File: config.mk
export PLATFORM = sky130hd
export DESIGN_NAME = pci_vga_config_space_unit
export DESIGN_NICKNAME = d
export VERILOG_FILES = /design/src/hdl/cvs_pkg.sv /design/src/hdl/pci_vga_config_space_unit.sv /design/src/hdl/cvs_ram.sv /design/src/hdl/cvs_lane.sv
export SDC_FILE = /design/constraint.sdc
export NUM_CORES = 2
export LEC_CHECK = 0
export BUFFER_PORTS_ARGS = -buffer_cell sky130_fd_sc_hd__buf_2
export CAP_MARGIN = 15
export CORE_MARGIN = 2
export CORE_UTILIZATION = 65
export DETAILED_ROUTE_END_ITERATION = 10
export GPL_ROUTABILITY_DRIVEN = 1
export PLACE_DENSITY = 0.8
export SYNTH_ARGS = -nofsm -noshare
export SYNTH_HDL_FRONTEND = slang
export SYNTH_SLANG_ARGS = --single-unit
File: constraint.sdc
create_clock -name clk -period 12.5 [get_ports clk]
set_input_delay 0.625 -clock clk [delete_from_list [all_inputs] [get_ports clk]]
set_output_delay 0.625 -clock clk [all_outputs]
set_load 0.05 [all_outputs]
File: src/hdl/cvs_pkg.sv
// ---------------------------------------------------------------------------
// cvs_pkg - shared types and constants for the PCI VGA configuration space
// Transaction structs, lane control structs, fixed addresses and the
// reset contents of the 256-byte header.
// ---------------------------------------------------------------------------
`default_nettype none

package cvs_pkg;

  localparam int unsigned NumLanes  = 4;
  localparam int unsigned BankDepth = 256 / NumLanes;

  localparam logic FUNC_READ  = 1'b0;
  localparam logic FUNC_WRITE = 1'b1;

  localparam logic [7:0] ADDR_CMD_LO    = 8'h04;
  localparam logic [7:0] ADDR_STS_LO    = 8'h06;
  localparam logic [7:0] ADDR_BAR0      = 8'h10;
  localparam logic [5:0] BAR0_ROW       = 6'h04;  // 0x10..0x13, one byte per bank
  localparam logic [7:0] ADDR_DROP_LO   = 8'h14;
  localparam logic [7:0] ADDR_ROM_BASE  = 8'h30;
  localparam logic [31:0] ROM_BASE_MASK = 32'hfffffc01;
  localparam logic [2:0] MAX_COUNT      = 3'd4;

  typedef struct packed {
    logic        func;
    logic [7:0]  byte_address;
    logic [31:0] write_data;
    logic [2:0]  byte_count;
  } in_t;

  typedef struct packed {
    logic [31:0] read_data;
    logic        bar_changed;
    logic        rom_base_written;
  } out_t;

  // Broadcast to every lane in the accept cycle
  typedef struct packed {
    logic        accept;
    logic        func;
    logic        drop;        // write into the BAR1..reserved window
    logic        vbe;
    logic [7:0]  byte_address;
    logic [31:0] write_data;  // already masked for a ROM base write
    logic [2:0]  byte_count;  // saturated to 1..4 (or 0)
  } lane_req_t;

  // bar_changed is valid in the accept cycle, word in the following one
  typedef struct packed {
    logic [31:0] word;
    logic        bar_changed;
  } lane_rsp_t;

  function automatic logic [7:0] reset_byte(input logic [7:0] a);
    logic [7:0] v;
    case (a)
      8'h00:   v = 8'h34;
      8'h01:   v = 8'h12;
      8'h02:   v = 8'h11;
      8'h03:   v = 8'h11;
      8'h04:   v = 8'h03;
      8'h07:   v = 8'h02;
      8'h0b:   v = 8'h03;
      8'h10:   v = 8'h08;
      default: v = 8'h00;
    endcase
    return v;
  endfunction

endpackage

`default_nettype wire

File: src/hdl/pci_vga_config_space_unit.sv
// ---------------------------------------------------------------------------
// pci_vga_config_space_unit - PCI VGA type 0 configuration header
// Four byte lanes serve 1..4 byte configuration reads and writes to the
// 256-byte header; a merge stage assembles read data and flags.
// ---------------------------------------------------------------------------
// Usage:
//   Input: a transaction (in_item) is taken on a rising edge with start high
//   and busy low. busy is always low, so one transaction per cycle is
//   sustained.
//   Output: out_valid is high for exactly one cycle, the cycle after the
//   transaction was taken, with out_item holding read data (zero for
//   writes) and the bar_changed / rom_base_written flags. The receiver
//   cannot stall; results are never held.
//   Throughput: 1 transaction per cycle. Each lane's bank
//   has one write and one read port; a transaction touches each lane at most
//   once, so the four banks together serve any 4-byte access without conflict.
//   Writes land at the accept edge, so a read in the very next cycle sees
//   them.
//   Configuration: cfg_data (VBE enable) is written when cfg_valid and
//   cfg_ready are high; cfg_ready is always high.
//   Reset (rst_n low, synchronous): header returns to its reset contents at
//   once via per-byte written flags; VBE is enabled; no clearing sweep.
// ---------------------------------------------------------------------------
`default_nettype none

module pci_vga_config_space_unit
  import cvs_pkg::*;
(
  input  wire logic clk,
  input  wire logic rst_n,
  // command channel
  input  wire logic start,
  output logic      busy,
  input  wire in_t  in_item,
  // result channel
  output logic      out_valid,
  output out_t      out_item,
  // configuration channel
  input  wire logic cfg_valid,
  output logic      cfg_ready,
  input  wire logic cfg_data
);

  logic      accept;
  logic      drop;
  logic      rom_hit;
  logic [2:0] cnt_sat;
  lane_req_t req;
  lane_rsp_t rsp [NumLanes];

  logic vbe_r;
  logic out_valid_r;
  logic bar_chg_r, bar_chg_nxt;
  logic rom_r;
  logic [31:0] rd_merge;

  assign busy      = 1'b0;
  assign cfg_ready = 1'b1;
  assign accept    = start && !busy;

  // Writes starting in BAR1..reserved are discarded whole
  assign drop    = (in_item.byte_address >= ADDR_DROP_LO) &&
                   (in_item.byte_address < ADDR_ROM_BASE);
  assign rom_hit = (in_item.func == FUNC_WRITE) && (in_item.byte_address == ADDR_ROM_BASE);
  assign cnt_sat = (in_item.byte_count > MAX_COUNT) ? MAX_COUNT : in_item.byte_count;

  always_comb begin
    req.accept       = accept;
    req.func         = in_item.func;
    req.drop         = drop;
    req.vbe          = vbe_r;
    req.byte_address = in_item.byte_address;
    req.write_data   = rom_hit ? (in_item.write_data & ROM_BASE_MASK) : in_item.write_data;
    req.byte_count   = cnt_sat;
  end

  for (genvar g = 0; g < NumLanes; g++) begin : g_lane
    cvs_lane u_lane (
      .clk    (clk),
      .rst_n  (rst_n),
      .lane_id(2'(g)),
      .req    (req),
      .rsp    (rsp[g])
    );
  end

  // Merge: lanes drive disjoint byte positions, so OR is enough
  always_comb begin
    rd_merge    = '0;
    bar_chg_nxt = 1'b0;
    for (int k = 0; k < NumLanes; k++) begin
      rd_merge    = rd_merge | rsp[k].word;
      bar_chg_nxt = bar_chg_nxt | rsp[k].bar_changed;
    end
  end

  always_ff @(posedge clk) begin
    if (!rst_n) begin
      vbe_r       <= 1'b1;
      out_valid_r <= 1'b0;
    end else begin
      if (cfg_valid && cfg_ready) begin
        vbe_r <= cfg_data;
      end
      out_valid_r <= accept;
    end
  end

  always_ff @(posedge clk) begin
    if (accept) begin
      bar_chg_r <= bar_chg_nxt;
      rom_r     <= rom_hit && !drop;
    end
  end

  assign out_valid                 = out_valid_r;
  assign out_item.read_data        = rd_merge;
  assign out_item.bar_changed      = bar_chg_r;
  assign out_item.rom_base_written = rom_r;

  // A result only follows a transaction taken on the previous edge
  a_out_follows_start: assert property (@(posedge clk) disable iff (!rst_n)
    out_valid |-> $past(start))
    else $error("result without a preceding transaction");

  // Writes return no read data
  a_write_no_data: assert property (@(posedge clk) disable iff (!rst_n)
    (out_valid && $past(in_item.func == FUNC_WRITE)) |-> (out_item.read_data == 32'h0))
    else $error("write transaction returned read data");

  // BAR0 can only change with VBE enabled
  a_bar_needs_vbe: assert property (@(posedge clk) disable iff (!rst_n)
    (out_valid && out_item.bar_changed) |-> $past(vbe_r))
    else $error("BAR0 changed while VBE disabled");

  // A ROM base write lies within 0x30..0x33 and never reaches BAR0
  a_rom_not_bar: assert property (@(posedge clk) disable iff (!rst_n)
    (out_valid && out_item.rom_base_written) |-> !out_item.bar_changed)
    else $error("ROM base write flagged a BAR0 change");

endmodule

`default_nettype wire

File: src/hdl/cvs_ram.sv
// ---------------------------------------------------------------------------
// cvs_ram - generic single-write, single-read RAM
// One write port, one read port with registered read data.
// ---------------------------------------------------------------------------
`default_nettype none

module cvs_ram #(
  parameter int unsigned WIDTH = 8,
  parameter int unsigned DEPTH = 64
) (
  input  wire logic                     clk,
  input  wire logic                     we,
  input  wire logic [$clog2(DEPTH)-1:0] waddr,
  input  wire logic [WIDTH-1:0]         wdata,
  input  wire logic                     re,
  input  wire logic [$clog2(DEPTH)-1:0] raddr,
  output logic      [WIDTH-1:0]         rdata
);

  logic [WIDTH-1:0] mem [DEPTH];

  always_ff @(posedge clk) begin
    if (we) begin
      mem[waddr] <= wdata;
    end
    if (re) begin
      rdata <= mem[raddr];
    end
  end

endmodule

`default_nettype wire

File: src/hdl/cvs_lane.sv
// ---------------------------------------------------------------------------
// cvs_lane - one byte lane of the configuration space
// Owns every address with a[1:0] == lane_id: a 64-byte bank, its written
// flags and the matching BAR0 byte.
// ---------------------------------------------------------------------------
`default_nettype none

module cvs_lane
  import cvs_pkg::*;
(
  input  wire logic      clk,
  input  wire logic      rst_n,
  input  wire logic [1:0] lane_id,
  input  wire lane_req_t req,
  output lane_rsp_t      rsp
);

  localparam int unsigned RowW = $clog2(BankDepth);

  logic [1:0]      pos;      // byte index within the transaction
  logic [8:0]      full_addr;
  logic [7:0]      ba;
  logic [RowW-1:0] row;
  logic            hit, is_ro, is_bar, wr_ok, ram_we, bar_we, rd_go;
  logic [7:0]      nv, bar_nv, ram_q, rd_byte;

  logic [BankDepth-1:0] valid_r;
  logic [7:0]           bar_r;
  logic                 rd_en_r;
  logic                 src_ram_r;
  logic [7:0]           side_r;
  logic [1:0]           pos_r;
  logic [7:0]           side_nxt;
  logic                 src_ram_nxt;

  assign pos       = lane_id - req.byte_address[1:0];
  assign full_addr = {1'b0, req.byte_address} + {7'b0, pos};
  assign ba        = full_addr[7:0];
  assign row       = ba[7:2];
  assign hit       = ({1'b0, pos} < req.byte_count) && !full_addr[8];
  assign is_ro     = (ba == ADDR_CMD_LO) || (ba == ADDR_STS_LO);
  assign is_bar    = (row == BAR0_ROW);

  assign wr_ok  = req.accept && (req.func == FUNC_WRITE) && !req.drop && hit && !is_ro;
  assign ram_we = wr_ok && !is_bar;
  assign bar_we = wr_ok && is_bar && req.vbe;
  assign rd_go  = req.accept && (req.func == FUNC_READ) && hit;

  assign nv     = req.write_data[8*pos +: 8];
  // BAR0 low nibble is hardwired (memory, 32-bit, prefetch bits)
  assign bar_nv = (ba == ADDR_BAR0) ? {nv[7:4], bar_r[3:0]} : nv;

  cvs_ram #(
    .WIDTH(8),
    .DEPTH(BankDepth)
  ) u_bank (
    .clk  (clk),
    .we   (ram_we),
    .waddr(row),
    .wdata(nv),
    .re   (rd_go),
    .raddr(row),
    .rdata(ram_q)
  );

  // Read source: bank, BAR flop, or reset contents for untouched bytes
  always_comb begin
    src_ram_nxt = 1'b0;
    side_nxt    = reset_byte(ba);
    if (is_bar) begin
      side_nxt = req.vbe ? bar_r : 8'h00;
    end else if (!is_ro && valid_r[row]) begin
      src_ram_nxt = 1'b1;
    end
  end

  always_ff @(posedge clk) begin
    if (!rst_n) begin
      valid_r <= '0;
      bar_r   <= reset_byte({BAR0_ROW, lane_id});
      rd_en_r <= 1'b0;
    end else begin
      if (ram_we) begin
        valid_r[row] <= 1'b1;
      end
      if (bar_we) begin
        bar_r <= bar_nv;
      end
      rd_en_r <= rd_go;
    end
  end

  always_ff @(posedge clk) begin
    if (rd_go) begin
      src_ram_r <= src_ram_nxt;
      side_r    <= side_nxt;
      pos_r     <= pos;
    end
  end

  assign rd_byte         = !rd_en_r ? 8'h00 : (src_ram_r ? ram_q : side_r);
  assign rsp.word        = {24'h0, rd_byte} << {pos_r, 3'b000};
  assign rsp.bar_changed = bar_we && (bar_nv != bar_r);

endmodule

`default_nettype wire
# Word-level counts from Yosys, hierarchy flattened
# Memories as Yosys holds them, arrays and structs flattened. A register that Yosys moved wholly into a read port is not among the register bits.
# Index checks and enable logic that the tools add are counted.
dict set report word_totals {
  ff_bits 340
  ram_bits 2048
  mem_bits_ro 768
  inputBits 49
  out_inout_bits 37
  n_memories 8
}
dict set report op_classes {
  add_sub_neg 8
  order_cmp 15
  n_eq_ne 21
  shift 8
  muxes 54
  n_bitwise 11
  n_reduce_logical 67
}
# memory depth word_bits rd rd_clocked_by_memory_dff wr line
set mem_list {}
lappend mem_list {{g_lane[0].u_lane.u_bank.mem} 64 8 1 1 1 cvs_ram.sv:20} ;# logic [WIDTH-1:0] mem [DEPTH];
lappend mem_list {{g_lane[1].u_lane.u_bank.mem} 64 8 1 1 1 cvs_ram.sv:20}
lappend mem_list {{g_lane[2].u_lane.u_bank.mem} 64 8 1 1 1 cvs_ram.sv:20}
lappend mem_list {{g_lane[3].u_lane.u_bank.mem} 64 8 1 1 1 cvs_ram.sv:20}
lappend mem_list {{(no name shown)} 32 6 1 0 0 cvs_pkg.sv:57} ;# case (a)
lappend mem_list {{(no name shown)} 32 6 1 0 0 cvs_pkg.sv:57}
lappend mem_list {{+2 memories} n/a n/a n/a n/a n/a n/a}
# op n
set op_table {}
lappend op_table {{64-bit bitwise OR} 4}
lappend op_table {{8-bit 2-to-1 mux} 20}
lappend op_table {{32-bit by 6-bit variable part select with 8-bit output} 4}
lappend op_table {{8-bit by 5-bit left shift with 32-bit output} 4}
lappend op_table {{32-bit bitwise OR} 3}
lappend op_table {{8-bit by 3-bit equality test with 1-bit output, second input constant} 8}
lappend op_table {{1-bit logical AND} 46}
lappend op_table {{8-bit by 2-bit adder with 9-bit output} 4}
lappend op_table {{8-bit by 5-bit equality test with 1-bit output, second input constant} 4}
lappend op_table {{8-bit inequality test} 4}
lappend op_table {{6-bit by 7-bit < comparator with 1-bit output, second input constant} 4}
lappend op_table {{1-bit binary-select mux with 6-bit select} 4}
lappend op_table {{1-bit demux with 6-bit select} 4}
lappend op_table {{6-bit by 3-bit equality test with 1-bit output, second input constant} 4}
lappend op_table {{6-bit by 1-bit greater-or-equal comparator with 1-bit output, second input constant} 4}
lappend op_table {{1-bit 2-to-1 mux} 20}
lappend op_table {{4-bit 2-to-1 mux} 4}
lappend op_table {{1-bit zero test} 13}
lappend op_table {{3-bit zero test} 4}
lappend op_table {{2-bit by 3-bit < comparator with 1-bit output} 4}
lappend op_table {{10-bit 2-to-1 mux} 1}
lappend op_table {{8-bit by 6-bit equality test with 1-bit output, second input constant} 1}
lappend op_table {{8-bit by 5-bit greater-or-equal comparator with 1-bit output, second input constant} 1}
lappend op_table {{8-bit by 6-bit < comparator with 1-bit output, second input constant} 1}
lappend op_table {{7 further kinds} 14}

# Logic depth before layout (Yosys ltp)
dict set report logic_depth {
  ltp_word 12
  depth_mapped 17
  ltp_nobuf 11
}

# By module
# A second synthesis with hierarchy kept.
dict set report hier_totals {
  cells_unflattened 6014
  area_unflattened_um2 100755.4
}
# module instances cells_per_inst area_each_um2 seq_area_each_um2
set by_module_without_submodules {}
lappend by_module_without_submodules {cvs_ram 4 940 20246.9 15615.0}
lappend by_module_without_submodules {{cvs_lane (g_lane[3].u_lane)} 1 560 4855.9 1871.8}
lappend by_module_without_submodules {{cvs_lane (g_lane[0].u_lane)} 1 549 4852.2 1851.8}
lappend by_module_without_submodules {{cvs_lane (g_lane[1].u_lane)} 1 549 4812.1 1871.8}
lappend by_module_without_submodules {{cvs_lane (g_lane[2].u_lane)} 1 530 4708.3 1851.8}
lappend by_module_without_submodules {pci_vga_config_space_unit 1 66 539.3 100.1}

# Least setup slack after synthesis
# Ideal clock, no wire load.
dict set report synth_path {
  path_kind {input -> register}
  from {input port in_item[35] (netlist bit)}
  to {register bar_chg_r (data pin)}
  setup_ns 0.265
  arrival_ns 5.574
  required_time_ns 12.235
  slack_ns 6.660
  cell_stages 10
  path_cell_list {buf_4 > inv_2 > buf_1 > ha_1 > clkbuf_1 > o21ai_0 > xor2_1 > nor4_1 > o21ai_1 > or3_1}
}
dict set report synth_via {
  elab_chain_cells 12
}
# item line
set synth_lines {}
lappend synth_lines {{start, declared} pci_vga_config_space_unit.sv:34} ;# input wire in_t in_item,
lappend synth_lines {{1-bit by 2-bit subtractor with 2-bit output *} cvs_lane.sv:36} ;# assign pos = lane_id - req.byte_address[1:0];
lappend synth_lines {{via g_lane[1].u_lane.pos[0]} cvs_lane.sv:20} ;# logic [1:0] pos;
lappend synth_lines {{parallel branches: the longest is 7 deep, another holds 8-bit by 2-bit adder with 9-bit output} n/a}
lappend synth_lines {{1-bit logical AND *} cvs_lane.sv:103} ;# assign rsp.bar_changed = bar_we && (bar_nv != bar_r);
lappend synth_lines {{1-bit bitwise OR * (3 in series)} pci_vga_config_space_unit.sv:93} ;# bar_chg_nxt = bar_chg_nxt | rsp[k].bar_changed;
lappend synth_lines {{via bar_chg_nxt} pci_vga_config_space_unit.sv:53} ;# logic bar_chg_r, bar_chg_nxt;
lappend synth_lines {{end signal, assigned} pci_vga_config_space_unit.sv:111} ;# bar_chg_r <= bar_chg_nxt;
lappend synth_lines {{end, declared} pci_vga_config_space_unit.sv:53}
# Mark *: on every way through the listed nets, which the timed path passes.
# A chain may end at the register's enable or synchronous reset.

# Worst setup path after layout
dict set report layout_path {
  from {input port in_item[35] (netlist bit)}
  to {register g_lane[0].u_lane.u_bank.rdata[1], read port of g_lane[0].u_lane.u_bank.mem (data pin)}
}
dict set report layout_via {
  elab_chain_cells 5
}
# item line
set layout_lines {}
lappend layout_lines {{1-bit by 2-bit subtractor with 2-bit output} cvs_lane.sv:36}
lappend layout_lines {{8-bit by 2-bit adder with 9-bit output} cvs_lane.sv:37} ;# assign full_addr = {1'b0, req.byte_address} + {7'b0, pos};
lappend layout_lines {{1-bit zero test} cvs_lane.sv:40} ;# assign hit = ({1'b0, pos} < req.byte_count) && !full_addr[8];
lappend layout_lines {{1-bit logical AND} cvs_lane.sv:40}
lappend layout_lines {{1-bit logical AND} cvs_lane.sv:47} ;# assign rd_go = req.accept && (req.func == FUNC_READ) && hit;
lappend layout_lines {{end, declared} cvs_ram.sv:17} ;# output logic [WIDTH-1:0] rdata
# Parallel ways exist; a longest one is shown, timed or not.

==> parameters.txt <==
Parameter                              Value

Finish
  Commonest cells after routing, fill and taps aside    edfxtp_1 (2126), nand2_1 (449), mux4_2 (357), nor2_1 (316), dfxtp_1 (292)
  Final core utilization    72.32%
  Synth-to-layout area growth    10.50%
  # nets final    5930
  Share of layout cells above drive strength 1    16.45%
  Final Non-Filler Cells    7991
  Most common library cell in the layout ignoring fill and taps    edfxtp_1

Timing
  Maximum frequency from static timing analysis    0.1821 GHz
  Final setup fails    0
  Transition time of the tightest slew-check pin    1205 ps
  Final worst path period need    5491 ps
  Relative slew slack    19.61%
  Post-route clock period utilization    43.93%
  Unrepaired setup endpoints after global routing    no
  Final number of max-transition violations    0
  Setup TNS after final layout    0 ps
  Setup Skew    36.89 ps
  Final hold vios    0
  Fin Hold WS    197.4 ps
  Worst-case setup margin in the final layout    7009 ps

Power and ir drop
  Internal    13.18 mW
  Leakage dissipation    34.00 nW
  Sequential power share    52.6%
  Relative contribution of combinational cells to total power    8.7%
  Power Density    162.9 nW/um^2
  VDD IR-drop max    127.6 uV
  Switching power share of the total    23.23%
  Sw Pwr    3.990 mW
  Clk pwr share    38.7%

Min path
  Classification of the worst-slack hold path    in -> reg
  Beginning of the worst hold path    start
  Count of cells along the worst hold path    1
  Hold Path Sink    rom_r

Die
  Die area    149800 um^2
  Initial Utilization    65.45%
  Vert. Die Dim    387.1 um
  Site row count    140
  CORE AREA    145700 um^2
  Total I/O pin count    86
  Die Span X    387.1 um

Drt
  Number of remaining DRC errors    0
  Total iterations of the first detailed-routing run    6
  Antenna-violating nets left    0
  Final routed wirelength across all metal layers    249800 um
  Average detailed-routed wire length per instance    31.26 um
  Via count    56540
  Iter 0 DRT Violations    9188
  Via density    7.075

Clock network
  Post-cts gate resize count    0
  Maximum root-to-sink buffer count    3
  Clock Tree Root    clkbuf_16
  Register clock-pin slew on the reported worst setup and hold paths    60 ps
  CTS tree    built
  Cts hold-fix bufs    0
  Clock buffers created by TritonCTS    220
  Insertion delay to the later sink of the worst-skew pair    870 ps
  Post-CTS Repair Setup Buffers    0
  Sinks on Clock Net    2418
  H-Tree Depth    4

Placement
  Final weighted congestion in routability-driven placement    0.9314
  Placed Cells incl. Taps    7551
  Worst slack after detailed placement    6238 ps
  Number of buffer cells added on primary ports    83
  HPWL Detailed    147100 um

Global routing
  Wire length of the first global-routing pass    367900 um
  Aggregate global-route resource usage    33.39%
  Remaining global-route overflow    0
  Via count of the first global-routing pass    54870
  Antenna violations before repair    33
  Largest net degree at the start of global routing    152

Synth
  Netlist cell types    91
  Syn_area_per_cell    16.70 um^2
  Synth async-reset ratio    0%
  Mapped cell area    95390 um^2
  Most instantiated flip-flop cell in the synthesis netlist    edfxtp_1
  Sequential-to-total area share from yosys stat    73.05%
  Post-Synthesis Cells    5711
  Register bit total from synthesis    2418
  Post-synth EDFFs    2126
  Synthesis Warnings    0

Status
  Outcome    complete, no violations

Setup path
  Class of the most critical setup path    in -> reg
  Cells on worst reg2reg path    5
  R2r setup slk    9260 ps
  Startpoint of the most critical register-to-register path    vbe_r
  Data arrival time of the worst path    6080 ps
  Worst setup EP type    register
  Kind of launch point of the worst setup path    primary input
  Maximum fanout along the worst path    58
  Required time of the critical path    13090 ps
  Crit Reg-Reg Endpoint    bar_chg_r

Flow run
  Max Cap Violations    0
## how the worst max path moves through the flow
stage | startpoint | to | slack, ps
global route | in_item[35] | g_lane[0].u_lane.u_bank.rdata[1] | 6870
global placement | in_item[35] | g_lane[0].u_lane.u_bank.rdata[1] | 6320
floorplan | in_item[35] | bar_chg_r | 6660
detailed placement | in_item[35] | g_lane[0].u_lane.u_bank.rdata[1] | 6240
CTS | in_item[35] | g_lane[0].u_lane.u_bank.rdata[1] | 7120
finish | in_item[35] | g_lane[0].u_lane.u_bank.rdata[1] | 7010
## metal layers
layer | wire length [um] | GRT usage, %
met3 | 37200 | 10.91
met4 | 9057 | 11.39
met5 | 276 | 0
met1 | 89710 | 47.31
met2 | 113600 | 49.59
## logic make-up after synthesis
logic type      Yosys count  share of synthesized area (%)
fa+ha+maj                19                         0.2492
xor+xnor                 57                         0.5627
simple gates           1207                          5.809
compound gates         1139                          8.622
flops                  2418                          73.05
other cells               2                       0.007873
buf+inv                 365                          1.684
mux                     504                          10.01
## power by group through the flow
| stage | Combinational [mW] | Clock (mW) | Sequential, mW |
|---|---|---|---|
| detailed placement | 1.44 | 0 | 9.21 |
| global placement | 1.40 | 0 | 9.20 |
| CTS | 1.45 | 6.66 | 9.03 |
| finish | 1.49 | 6.64 | 9.03 |
| floorplan | 0.896 | 0 | 9.19 |
| global route | 1.55 | 6.97 | 9.04 |
## final cells by class
type | count | area (um^2)
Clock buffer | 304 | 6241
Fill cell | 8463 | 40340
Antenna cell | 15 | 37.54
Timing Repair Buffer | 206 | 1408
Inverter | 16 | 65.06
Tap cell | 1917 | 2399
Clock inverter | 115 | 903.4
Sequential cell | 2418 | 69690
Multi-Input combinational cell | 3000 | 24660
## stage by stage
step,power (mW),area (um^2)
floorplan,10.08,95660
global placement,10.60,98120
detailed placement,10.64,98150
CTS,17.14,105300
global route,17.55,105400
finish,17.17,105400
## cells in the mapped netlist, types with 37 or more instances
cell type | number | area share, %
a21oi_1 | 149 | 0.78
a221o_1 | 41 | 0.43
a221oi_1 | 72 | 0.66
a22o_1 | 47 | 0.43
a22oi_1 | 239 | 1.9
a31oi_1 | 50 | 0.33
and2_1 | 37 | 0.24
buf_1 | 40 | 0.16
buf_2 | 118 | 0.62
clkbuf_1 | 172 | 0.68
dfxtp_1 | 292 | 6.1
edfxtp_1 | 2126 | 67
mux2i_1 | 117 | 1.2
mux4_2 | 357 | 8.4
nand2_1 | 450 | 1.8
nand3_1 | 132 | 0.69
nand4_1 | 82 | 0.54
nor2_1 | 321 | 1.3
nor2b_1 | 50 | 0.33
nor3_1 | 38 | 0.20
o21a_1 | 248 | 2.0
o21ai_0 | 73 | 0.38
o22ai_1 | 46 | 0.30
## worst max-delay path: stages
cell     delay (ps)
buf_2            80
buf_4           420
inv_2           330
ha_1            360
o21ai_2         310
xnor2_4         170
buf_4           650
buf_4           790
buf_4           700
mux4_2          410
mux4_2          520
nand2_1         120
o31ai_1          90
or4_1           390
## state kept, by name, indices dropped and copies added (netlist names)
signal and count:
g_lane.u_lane.bar_r 32, g_lane.u_lane.u_bank.rdata 32, g_lane.u_lane.rd_en_r 4, g_lane.u_lane.valid_r 254
out_valid 1, g_lane.u_lane.u_bank.mem 2048, rom_r 1, bar_chg_r 1
g_lane.u_lane.side_r 32, vbe_r 1, g_lane.u_lane.src_ram_r 4, g_lane.u_lane.pos_r 8
Note: power is estimated with default switching activity, not from simulation.
